<file path="src/rtl/tae_pkg.sv">
// Shared types and constants for the Thumb ALU execute block.
// Standalone; thumb_alu_execute and tae_alu import it.
`timescale 1ns / 1ps
`default_nettype none

package tae_pkg;

  localparam int WORD_W   = 32;
  localparam int ACT_W    = 5;
  localparam int IDX_W    = 4;
  localparam int IMM_W    = 8;
  localparam int RF_DEPTH = 16;

  localparam logic [IDX_W-1:0] PC_INDEX = 4'd15;

  typedef enum logic [ACT_W-1:0] {
    ACT_MOV_IMM    = 5'd0,
    ACT_ADD_REG    = 5'd1,
    ACT_ADD_IMM    = 5'd2,
    ACT_ADD_IMM_RD = 5'd3,
    ACT_SUB_REG    = 5'd4,
    ACT_SUB_IMM    = 5'd5,
    ACT_SUB_IMM_RD = 5'd6,
    ACT_CMP_IMM    = 5'd7,
    ACT_LSL_IMM    = 5'd8,
    ACT_LSR_IMM    = 5'd9,
    ACT_ASR_IMM    = 5'd10,
    ACT_AND        = 5'd11,
    ACT_EOR        = 5'd12,
    ACT_LSL_REG    = 5'd13,
    ACT_LSR_REG    = 5'd14,
    ACT_ASR_REG    = 5'd15,
    ACT_ADC        = 5'd16,
    ACT_SBC        = 5'd17,
    ACT_ROR        = 5'd18,
    ACT_TST        = 5'd19,
    ACT_NEG        = 5'd20,
    ACT_CMP        = 5'd21,
    ACT_CMN        = 5'd22,
    ACT_ORR        = 5'd23,
    ACT_MUL        = 5'd24,
    ACT_BIC        = 5'd25,
    ACT_MVN        = 5'd26,
    ACT_ADD_HI     = 5'd27,
    ACT_CMP_HI     = 5'd28,
    ACT_MOV_HI     = 5'd29
  } action_t;

  typedef struct packed {
    logic [ACT_W-1:0]  action;
    logic [IDX_W-1:0]  dest_index;
    logic [IDX_W-1:0]  src_index;
    logic [IDX_W-1:0]  second_index;
    logic [IMM_W-1:0]  immediate;
  } in_beat_t;

  typedef struct packed {
    logic              write_enable;
    logic [IDX_W-1:0]  write_index;
    logic [WORD_W-1:0] write_value;
    logic              flag_n;
    logic              flag_z;
    logic              flag_c;
    logic              flag_v;
  } out_beat_t;

  typedef struct packed {
    logic n;
    logic z;
    logic c;
    logic v;
  } flags_t;

  typedef struct packed {
    logic              wr;
    logic [IDX_W-1:0]  index;
    logic [WORD_W-1:0] value;
    flags_t            flags;
  } alu_res_t;

endpackage

`default_nettype wire

</file>
<file path="src/rtl/thumb_alu_execute.sv">
// Thumb ALU execute: one data-processing instruction per beat.
// Flow: read at command accept, then execute in stage 1. Throughput: one beat per cycle
//   unless stalled; the register file read port and the write of the previous beat are
//   joined by a one-entry bypass, and flags update at the execute edge.
// Reset: clears pipeline valids, flags and the per-register written bits, so every
//   register reads as zero until written. No clearing pass; ready straight after reset.
`timescale 1ns / 1ps
`default_nettype none

module thumb_alu_execute (
  input  logic               clk,
  input  logic               rst,
  input  logic               cmd_valid,
  output logic               cmd_stall,
  input  tae_pkg::in_beat_t  cmd,
  output logic               rsp_valid,
  input  logic               rsp_stall,
  output tae_pkg::out_beat_t rsp
);
  import tae_pkg::*;

  logic                cmd_take;
  logic                s1_valid;
  in_beat_t            s1_beat;
  logic                s1_advance;
  in_beat_t            rd_beat;
  logic [IDX_W-1:0]    rd_index_a;
  logic [IDX_W-1:0]    s1_index_a;
  logic [WORD_W-1:0]   rdata_a;
  logic [WORD_W-1:0]   rdata_b;
  logic                rd_ok_a;
  logic                rd_ok_b;
  logic [RF_DEPTH-1:0] written;
  logic                last_wr;
  logic [IDX_W-1:0]    last_index;
  logic [WORD_W-1:0]   last_value;
  logic [WORD_W-1:0]   p1_value;
  logic [WORD_W-1:0]   src_value;
  flags_t              flags;
  alu_res_t            alu_res;

  // Three-register add and subtract read rn on port A in place of rd.
  function automatic logic [IDX_W-1:0] port_a_index(in_beat_t b);
    logic three_reg;
    three_reg = (b.action == ACT_ADD_REG) || (b.action == ACT_SUB_REG);
    return three_reg ? b.second_index : b.dest_index;
  endfunction

  assign s1_advance = s1_valid && (!rsp_valid || !rsp_stall);
  assign cmd_stall  = s1_valid && !s1_advance;
  assign cmd_take   = cmd_valid && !cmd_stall;

  // Hold the read address while the beat waits in stage 1.
  assign rd_beat    = cmd_take ? cmd : s1_beat;
  assign rd_index_a = port_a_index(rd_beat);
  assign s1_index_a = port_a_index(s1_beat);

  tae_ram #(
    .WIDTH (WORD_W),
    .DEPTH (RF_DEPTH)
  ) u_rf (
    .clk     (clk),
    .we      (s1_advance && alu_res.wr),
    .waddr   (alu_res.index),
    .wdata   (alu_res.value),
    .raddr_a (rd_index_a),
    .rdata_a (rdata_a),
    .raddr_b (rd_beat.src_index),
    .rdata_b (rdata_b)
  );

  always_ff @(posedge clk) begin
    rd_ok_a <= written[rd_index_a];
    rd_ok_b <= written[rd_beat.src_index];
  end

  // The read is registered, so only the most recent write can be missing.
  assign p1_value  = (last_wr && last_index == s1_index_a) ? last_value :
                     (rd_ok_a ? rdata_a : '0);
  assign src_value = (last_wr && last_index == s1_beat.src_index) ? last_value :
                     (rd_ok_b ? rdata_b : '0);

  tae_alu u_alu (
    .beat      (s1_beat),
    .p1_value  (p1_value),
    .src_value (src_value),
    .flags     (flags),
    .res       (alu_res)
  );

  always_ff @(posedge clk) begin
    if (rst) begin
      s1_valid  <= 1'b0;
      rsp_valid <= 1'b0;
      last_wr   <= 1'b0;
      written   <= '0;
      flags     <= '0;
    end else begin
      if (cmd_take) begin
        s1_valid <= 1'b1;
      end else if (s1_advance) begin
        s1_valid <= 1'b0;
      end
      if (s1_advance) begin
        rsp_valid <= 1'b1;
        flags     <= alu_res.flags;
        last_wr   <= alu_res.wr;
        if (alu_res.wr) begin
          written[alu_res.index] <= 1'b1;
        end
      end else if (!rsp_stall) begin
        rsp_valid <= 1'b0;
      end
    end
  end

  always_ff @(posedge clk) begin
    if (cmd_take) begin
      s1_beat <= cmd;
    end
    if (s1_advance) begin
      last_index       <= alu_res.index;
      last_value       <= alu_res.value;
      rsp.write_enable <= alu_res.wr;
      rsp.write_index  <= alu_res.index;
      rsp.write_value  <= alu_res.value;
      rsp.flag_n       <= alu_res.flags.n;
      rsp.flag_z       <= alu_res.flags.z;
      rsp.flag_c       <= alu_res.flags.c;
      rsp.flag_v       <= alu_res.flags.v;
    end
  end

`ifndef SYNTHESIS
  a_take_fills_s1: assert property (@(posedge clk) disable iff (rst)
    cmd_take |=> s1_valid)
    else $error("accepted command beat did not reach stage 1");

  a_rsp_flags_match: assert property (@(posedge clk) disable iff (rst)
    s1_advance |=> rsp_valid && rsp.flag_n == flags.n && rsp.flag_z == flags.z &&
                   rsp.flag_c == flags.c && rsp.flag_v == flags.v)
    else $error("result flags differ from the flag register");

  a_write_marks_valid: assert property (@(posedge clk) disable iff (rst)
    s1_advance && alu_res.wr |=> last_wr && written[last_index])
    else $error("register write not recorded in written bits or bypass");

  a_no_write_zero: assert property (@(posedge clk) disable iff (rst)
    rsp_valid && !rsp.write_enable |-> rsp.write_index == '0 && rsp.write_value == '0)
    else $error("result without a write carries a non-zero index or value");
`endif

endmodule

`default_nettype wire

</file>
<file path="src/rtl/tae_ram.sv">
// Generic RAM: one write port, two registered read ports.
// No package dependency.
`timescale 1ns / 1ps
`default_nettype none

module tae_ram #(
  parameter int WIDTH = 32,
  parameter int DEPTH = 16
) (
  input  logic                     clk,
  input  logic                     we,
  input  logic [$clog2(DEPTH)-1:0] waddr,
  input  logic [WIDTH-1:0]         wdata,
  input  logic [$clog2(DEPTH)-1:0] raddr_a,
  output logic [WIDTH-1:0]         rdata_a,
  input  logic [$clog2(DEPTH)-1:0] raddr_b,
  output logic [WIDTH-1:0]         rdata_b
);

  logic [WIDTH-1:0] mem [DEPTH];

  always_ff @(posedge clk) begin
    if (we) begin
      mem[waddr] <= wdata;
    end
    rdata_a <= mem[raddr_a];
    rdata_b <= mem[raddr_b];
  end

endmodule

`default_nettype wire

</file>
<file path="src/rtl/tae_alu.sv">
// Combinational execute path: shared adder, barrel shifter, logic ops, multiply, flags.
// Depends on tae_pkg.
`timescale 1ns / 1ps
`default_nettype none

module tae_alu (
  input  tae_pkg::in_beat_t           beat,
  input  logic [tae_pkg::WORD_W-1:0]  p1_value,   // rd, or rn for three-register add/sub
  input  logic [tae_pkg::WORD_W-1:0]  src_value,
  input  tae_pkg::flags_t             flags,
  output tae_pkg::alu_res_t           res
);
  import tae_pkg::*;

  localparam int SH_W = 6;
  localparam logic [SH_W-1:0] SH_FULL = SH_W'(WORD_W);
  localparam logic [SH_W-1:0] SH_OUT  = SH_W'(WORD_W + 1);
  localparam logic [WORD_W-1:0] PC_STEP = WORD_W'(2);

  typedef enum logic [1:0] {SH_LSL, SH_LSR, SH_ASR, SH_ROR} shift_kind_t;

  logic [WORD_W-1:0]   imm_word;
  logic [WORD_W-1:0]   add_a;
  logic [WORD_W-1:0]   add_b;
  logic                add_cin;
  logic [WORD_W:0]     sum;
  logic                add_v;
  logic [IMM_W-1:0]    amt;
  logic [4:0]          sh5;
  logic [WORD_W-1:0]   sh_in;
  logic [SH_W-1:0]     sh_k;
  shift_kind_t         sh_kind;
  logic                sh_cupd;
  logic [WORD_W:0]     lsl_ext;
  logic [WORD_W:0]     lsr_ext;
  logic [WORD_W:0]     asr_ext;
  logic [2*WORD_W-1:0] ror_ext;
  logic [WORD_W-1:0]   sh_out;
  logic                sh_c;
  logic [WORD_W-1:0]   mul_out;
  logic [WORD_W-1:0]   r;
  logic [WORD_W-1:0]   wval;
  logic                wr;
  logic                pc_fix;
  logic                set_nz;
  logic                set_cv;

  assign imm_word = {{(WORD_W-IMM_W){1'b0}}, beat.immediate};
  assign amt      = src_value[IMM_W-1:0];
  assign sh5      = beat.immediate[4:0];
  assign mul_out  = p1_value * src_value;

  // Operand selection for the shared adder; subtraction is a + ~b + 1 (a + ~b + C for SBC).
  always_comb begin
    add_a   = p1_value;
    add_b   = src_value;
    add_cin = 1'b0;
    unique case (beat.action) inside
      ACT_ADD_REG: begin
        add_a = src_value;
        add_b = p1_value;
      end
      ACT_ADD_IMM: begin
        add_a = src_value;
        add_b = imm_word;
      end
      ACT_ADD_IMM_RD: begin
        add_b = imm_word;
      end
      ACT_SUB_REG: begin
        add_a   = src_value;
        add_b   = ~p1_value;
        add_cin = 1'b1;
      end
      ACT_SUB_IMM: begin
        add_a   = src_value;
        add_b   = ~imm_word;
        add_cin = 1'b1;
      end
      ACT_SUB_IMM_RD, ACT_CMP_IMM: begin
        add_b   = ~imm_word;
        add_cin = 1'b1;
      end
      ACT_ADC: begin
        add_cin = flags.c;
      end
      ACT_SBC: begin
        add_b   = ~src_value;
        add_cin = flags.c;
      end
      ACT_NEG: begin
        add_a   = '0;
        add_b   = ~src_value;
        add_cin = 1'b1;
      end
      ACT_CMP, ACT_CMP_HI: begin
        add_b   = ~src_value;
        add_cin = 1'b1;
      end
      default: begin
      end
    endcase
  end

  assign sum   = {1'b0, add_a} + {1'b0, add_b} + {{WORD_W{1'b0}}, add_cin};
  assign add_v = ~(add_a[WORD_W-1] ^ add_b[WORD_W-1]) & (add_a[WORD_W-1] ^ sum[WORD_W-1]);

  // Shift set-up. Amounts past the word are clamped, rotates aside, so that the shifted-out
  // carry and the fill come out of the same extended shift.
  always_comb begin
    sh_in   = p1_value;
    sh_k    = '0;
    sh_kind = SH_LSL;
    sh_cupd = 1'b0;
    unique case (beat.action) inside
      ACT_LSL_IMM: begin
        sh_in   = src_value;
        sh_k    = {1'b0, sh5};
        sh_cupd = (sh5 != '0);
      end
      ACT_LSR_IMM, ACT_ASR_IMM: begin
        sh_in   = src_value;
        sh_k    = (sh5 == '0) ? SH_FULL : {1'b0, sh5};
        sh_kind = (beat.action == ACT_LSR_IMM) ? SH_LSR : SH_ASR;
        sh_cupd = 1'b1;
      end
      ACT_LSL_REG, ACT_LSR_REG: begin
        sh_k    = (amt >= {2'b00, SH_OUT}) ? SH_OUT : amt[SH_W-1:0];
        sh_kind = (beat.action == ACT_LSL_REG) ? SH_LSL : SH_LSR;
        sh_cupd = (amt != '0);
      end
      ACT_ASR_REG: begin
        sh_k    = (amt >= {2'b00, SH_FULL}) ? SH_FULL : amt[SH_W-1:0];
        sh_kind = SH_ASR;
        sh_cupd = (amt != '0);
      end
      ACT_ROR: begin
        sh_k    = {1'b0, amt[4:0]};
        sh_kind = SH_ROR;
        sh_cupd = (amt != '0);
      end
      default: begin
      end
    endcase
  end

  assign lsl_ext = {1'b0, sh_in} << sh_k;
  assign lsr_ext = {sh_in, 1'b0} >> sh_k;
  assign asr_ext = $signed({sh_in, 1'b0}) >>> sh_k;
  assign ror_ext = {sh_in, sh_in} >> sh_k[4:0];

  always_comb begin
    unique case (sh_kind)
      SH_LSL: begin
        sh_out = lsl_ext[WORD_W-1:0];
        sh_c   = lsl_ext[WORD_W];
      end
      SH_LSR: begin
        sh_out = lsr_ext[WORD_W:1];
        sh_c   = lsr_ext[0];
      end
      SH_ASR: begin
        sh_out = asr_ext[WORD_W:1];
        sh_c   = asr_ext[0];
      end
      default: begin
        // rotate: carry is the new top bit, also for a whole-word rotate
        sh_out = ror_ext[WORD_W-1:0];
        sh_c   = ror_ext[WORD_W-1];
      end
    endcase
  end

  always_comb begin
    r      = '0;
    wr     = 1'b0;
    pc_fix = 1'b0;
    set_nz = 1'b0;
    set_cv = 1'b0;
    unique case (beat.action) inside
      ACT_MOV_IMM: begin
        r      = imm_word;
        wr     = 1'b1;
        set_nz = 1'b1;
      end
      ACT_ADD_REG, ACT_ADD_IMM, ACT_ADD_IMM_RD, ACT_SUB_REG, ACT_SUB_IMM,
      ACT_SUB_IMM_RD, ACT_ADC, ACT_SBC, ACT_NEG: begin
        r      = sum[WORD_W-1:0];
        wr     = 1'b1;
        set_nz = 1'b1;
        set_cv = 1'b1;
      end
      ACT_CMP_IMM, ACT_CMP, ACT_CMN, ACT_CMP_HI: begin
        r      = sum[WORD_W-1:0];
        set_nz = 1'b1;
        set_cv = 1'b1;
      end
      ACT_LSL_IMM, ACT_LSR_IMM, ACT_ASR_IMM, ACT_LSL_REG, ACT_LSR_REG,
      ACT_ASR_REG, ACT_ROR: begin
        r      = sh_out;
        wr     = 1'b1;
        set_nz = 1'b1;
      end
      ACT_AND: begin
        r      = p1_value & src_value;
        wr     = 1'b1;
        set_nz = 1'b1;
      end
      ACT_EOR: begin
        r      = p1_value ^ src_value;
        wr     = 1'b1;
        set_nz = 1'b1;
      end
      ACT_ORR: begin
        r      = p1_value | src_value;
        wr     = 1'b1;
        set_nz = 1'b1;
      end
      ACT_BIC: begin
        r      = p1_value & ~src_value;
        wr     = 1'b1;
        set_nz = 1'b1;
      end
      ACT_TST: begin
        r      = p1_value & src_value;
        set_nz = 1'b1;
      end
      ACT_MUL: begin
        r      = mul_out;
        wr     = 1'b1;
        set_nz = 1'b1;
      end
      ACT_MVN: begin
        r      = ~src_value;
        wr     = 1'b1;
        set_nz = 1'b1;
      end
      ACT_ADD_HI: begin
        r      = sum[WORD_W-1:0];
        wr     = 1'b1;
        pc_fix = 1'b1;
      end
      ACT_MOV_HI: begin
        r      = src_value;
        wr     = 1'b1;
        pc_fix = 1'b1;
      end
      default: begin
      end
    endcase
  end

  // High-register writes to the PC: drop the Thumb bit and step past the fetch.
  assign wval = (pc_fix && beat.dest_index == PC_INDEX) ?
                {r[WORD_W-1:1], 1'b0} + PC_STEP : r;

  assign res.wr      = wr;
  assign res.index   = wr ? beat.dest_index : '0;
  assign res.value   = wr ? wval : '0;
  assign res.flags.n = set_nz ? r[WORD_W-1] : flags.n;
  assign res.flags.z = set_nz ? (r == '0) : flags.z;
  assign res.flags.c = set_cv ? sum[WORD_W] : (sh_cupd ? sh_c : flags.c);
  assign res.flags.v = set_cv ? add_v : flags.v;

endmodule

`default_nettype wire
</file>
<file path="config.mk">
export PLATFORM = sky130hd
export DESIGN_NAME = thumb_alu_execute
export DESIGN_NICKNAME = d
export VERILOG_FILES = /design/src/rtl/tae_pkg.sv /design/src/rtl/thumb_alu_execute.sv /design/src/rtl/tae_ram.sv /design/src/rtl/tae_alu.sv
export SDC_FILE = /design/constraint.sdc
export NUM_CORES = 2
export LEC_CHECK = 0
export ABC_CLOCK_PERIOD_IN_PS = 15600
export BUFFER_PORTS_ARGS = -buffer_cell sky130_fd_sc_hd__buf_2
export CAP_MARGIN = 30
export CORE_MARGIN = 4
export CORE_UTILIZATION = 50
export DETAILED_ROUTE_END_ITERATION = 10
export MAX_ROUTING_LAYER = met4
export PLACE_DENSITY = 0.66
export SLEW_MARGIN = 40
export SYNTH_ARGS = -nofsm -noshare
export SYNTH_HDL_FRONTEND = slang
export SYNTH_SLANG_ARGS = --single-unit
export TNS_END_PERCENT = 20
</file>
<file path="constraint.sdc">
create_clock -name clk -period 15.6 [get_ports clk]
set_clock_uncertainty 0.05 [all_clocks]
set_input_delay 3.9 -clock clk [delete_from_list [all_inputs] [get_ports clk]]
set_output_delay 3.9 -clock clk [all_outputs]
set_load 0.01 [all_outputs]
</file>
==> results.md <==
* Area leader, netlist: edfxtp_1
* Yosys cell types at 116
* Setup ws final at 2410 ps
* Area delta synth->final at 8.68%
* CTS Buf Count at 72
* Dpl hpwl at 212000 microns
* Share of cells above drive strength 1 at 0.127
* Seq/Total Area, Yosys at 0.315
* Comb pwr share at 0.567
* Final worst path period share at 0.845
* Total die area at 126000 sq um
* P_sw at 0.00456 W
* Max-cap violation count at 0
* RSZ-0062 raised after global routing: no
* Int Power at 0.00485 W
* Worst-Skew Late Latency at 730 ps
* Peak Freq at 75.8 MHz
* Min Hold Slack at 436 ps
* CTS tree: built
* #FFs+latches synth at 667
* Die H at 355 microns
* Slowest cell on the critical path: dfxtp_1
* Worst vdd ir at 140 uV
* Global-route wire length before repair at 417000 microns
* Nets at 7164
* Syn Inst Count at 6657
* Post-cts sizing count at 0
* Syn_nets at 7299
* Clock root cell: clkbuf_16
* GP Congestion at 1.15
* Synth top area share at 0.279
* Core Region at 120000 sq um
* First-pass DRT Iterations at 8
* LEAKAGE at 25.5 nW
* Fin cells at 8207
* Place WS at 2500 ps
* Fin crit period at 13190 ps
* Core Rows at 127
* Max Transition Viols Final at 0
* Clock group share of total power at 0.183
* Final setup vio count at 0
* Clock Pin Slew Worst Setup and Hold Paths at 90 ps
* Top cells by area, synth: edfxtp_1 28%, fa_1 14%, nand2_1 6.7%, mux4_2 5.0%, nor2_1 4.3%
* Clock Sinks at 667
* CP endpoint kind: register
* Die X at 355 microns
* Avg Cell Area, Syn at 9.05 sq um
* Bufs on Longest Clock Path at 3
* Vias at 57500
* Pwr dens at 144 nW/um^2
* DRC errors left at 0
* GRT Resource Usage Total at 0.480
* Synth Warn # at 0
* CP Launch Type: register
* CP max stage delay at 760 ps
* Critical path class: register to register
* Wire per inst at 36.5 microns
* IO Count at 72
* Antenna viol nets, final at 0
* Number of synthesized flops with an enable pin at 561
* Number of buffers added on ports at 71
* Switching share of power at 0.485
* Vias/cell at 7.01
* Cts hold-fix bufs at 0
* Worst path required time at 15920 ps
* H-Tree Depth at 3
* Pin count of the biggest net entering global routing at 151
* CP most frequent cell: fa_1
* Post-Place Cells at 8056
* Vias in the first global route at 55400
* Status: complete, no violations
* Final WL at 299000 microns
* Setup TNS Final at 0 ps
* 1st-iter DRT viols at 8436
* Mapped cell area at 60300 sq um
* Async set-or-reset flop fraction in the synthesized netlist at 0
* Initial core utilization at 0.503
* Slew margin rel. at 0.296
* Data arrival, critical path at 13510 ps
* Reg power frac at 0.250
* Final hold vios at 0
* Worst Path Max Fanout at 42
* GRT overflow at 0
* Initial antenna violation count at 12
* Worst-margin pin slew at 1050 ps
* HP Class: register to register
* Post-CTS Setup Bufs at 0
* Ys flop type: edfxtp_1
[routing by layer]
layer	GRT usage	vias up	wire (microns)
met5	-	-	0
met4	0.343	0	28300
met3	0.167	1285	40800
met2	0.665	4563	123000
met1	0.582	28300	107000
li1	-	23400	-
[worst paths after layout]
| check | cells past startpoint | to | slack, ps | from |
|---|---|---|---|---|
| setup / recovery | 36 | u_rf.mem[5][31]$_DFFE_PP_ | 2410 | s1_beat[24]$_DFF_P_ |
| hold / removal | 2 | flags[0]$_SDFFE_PP0P_ | 440 | flags[0]$_SDFFE_PP0P_ |
| setup reg to reg | 36 | u_rf.mem[5][31]$_DFFE_PP_ | 2410 | s1_beat[24]$_DFF_P_ |
| hold reg to reg | 2 | flags[0]$_SDFFE_PP0P_ | 440 | flags[0]$_SDFFE_PP0P_ |
[Yosys cell counts, drive strengths merged, types with 22 or more instances]
cell type and n:
inv 465, a2111oi 56, nand2b 31, a31oi 85
xor2 33, mux2i 93, and3 59, nand3 354
a311oi 83, edfxtp 561, buf 185, o21a 27
or2 26, dfxtp 106, o211ai 74, nand4 22
nor3 104, ha 203, o221ai 24, fa 410
nor2 696, a22oi 33, a21oi 375, a211oi 112
o21ai 233, nand2 1086, mux4 134, o22ai 96
nor4 38, nor2b 54, a21o 51, mux2 29
clkbuf 328, xnor2 109, a221oi 36
[metrics by stage]
stage	utilization	total power, W	cell area [sq um]
6_report	0.547	0.00941	65500
5_1_grt	0.547	0.00971	65500
4_1_cts	0.545	0.00916	65300
3_5_place_dp	0.525	0.00744	62900
3_3_place_gp	0.522	0.00738	62600
2_1_floorplan	-	0.00532	60300
[cell families after synthesis]
| group | count (synthesis) | share of synthesized area |
|---|---|---|
| simple gates | 2548 | 0.185 |
| xor+xnor | 142 | 0.0208 |
| fa+ha+maj | 613 | 0.178 |
| buf+inv | 985 | 0.0671 |
| mux | 256 | 0.0709 |
| compound gates | 1446 | 0.164 |
| flops | 667 | 0.315 |
[critical path: cells and delay by family (launching register included)]
kind / cells / cell delay, ps
simple gates: 13 / 4760
fa+ha+maj: 9 / 4460
compound gates: 7 / 1630
buf+inv: 5 / 840
flops: 1 / 760
xor+xnor: 2 / 280
[flip-flops by register name, summed over array words and instances (netlist names)]
register	cells
last_index	4
flags	4
s1_beat	25
u_rf.rdata_b	32
rd_ok_a	1
last_value	32
written	16
rsp_valid	1
u_rf.mem	512
last_wr	1
s1_valid	1
rd_ok_b	1
rsp	5
u_rf.rdata_a	32
[cell type report]
class	count	area, sq um
multi-input combinational	5005	38200
fill	10900	54300
timing repair buffer	304	2170
clock buffer	97	2020
sequential	667	19000
antenna	16	40.0
inverter	472	1780
tap	1612	2020
clock inverter	34	334
[cells in the final DEF (no fill, tap or decap), drive strengths merged, types with 106 or more instances in the layout]
cell type and n:
a211oi 112, a21oi 375, buf 304, dfxtp 106
edfxtp 561, fa 410, ha 203, inv 469
mux4 134, nand2 1086, nand3 354, nor2 696
o21ai 233, xnor2 109
[power groups by stage]
stage,Combinational (W),Clock [W],Sequential [W]
detailed placement,0.00505,0,0.00239
global route,0.00554,0.00181,0.00236
global placement,0.00499,0,0.00239
CTS,0.00508,0.00173,0.00235
floorplan,0.00300,0,0.00232
finish,0.00533,0.00172,0.00236
Power figures use the tool's default switching activity.
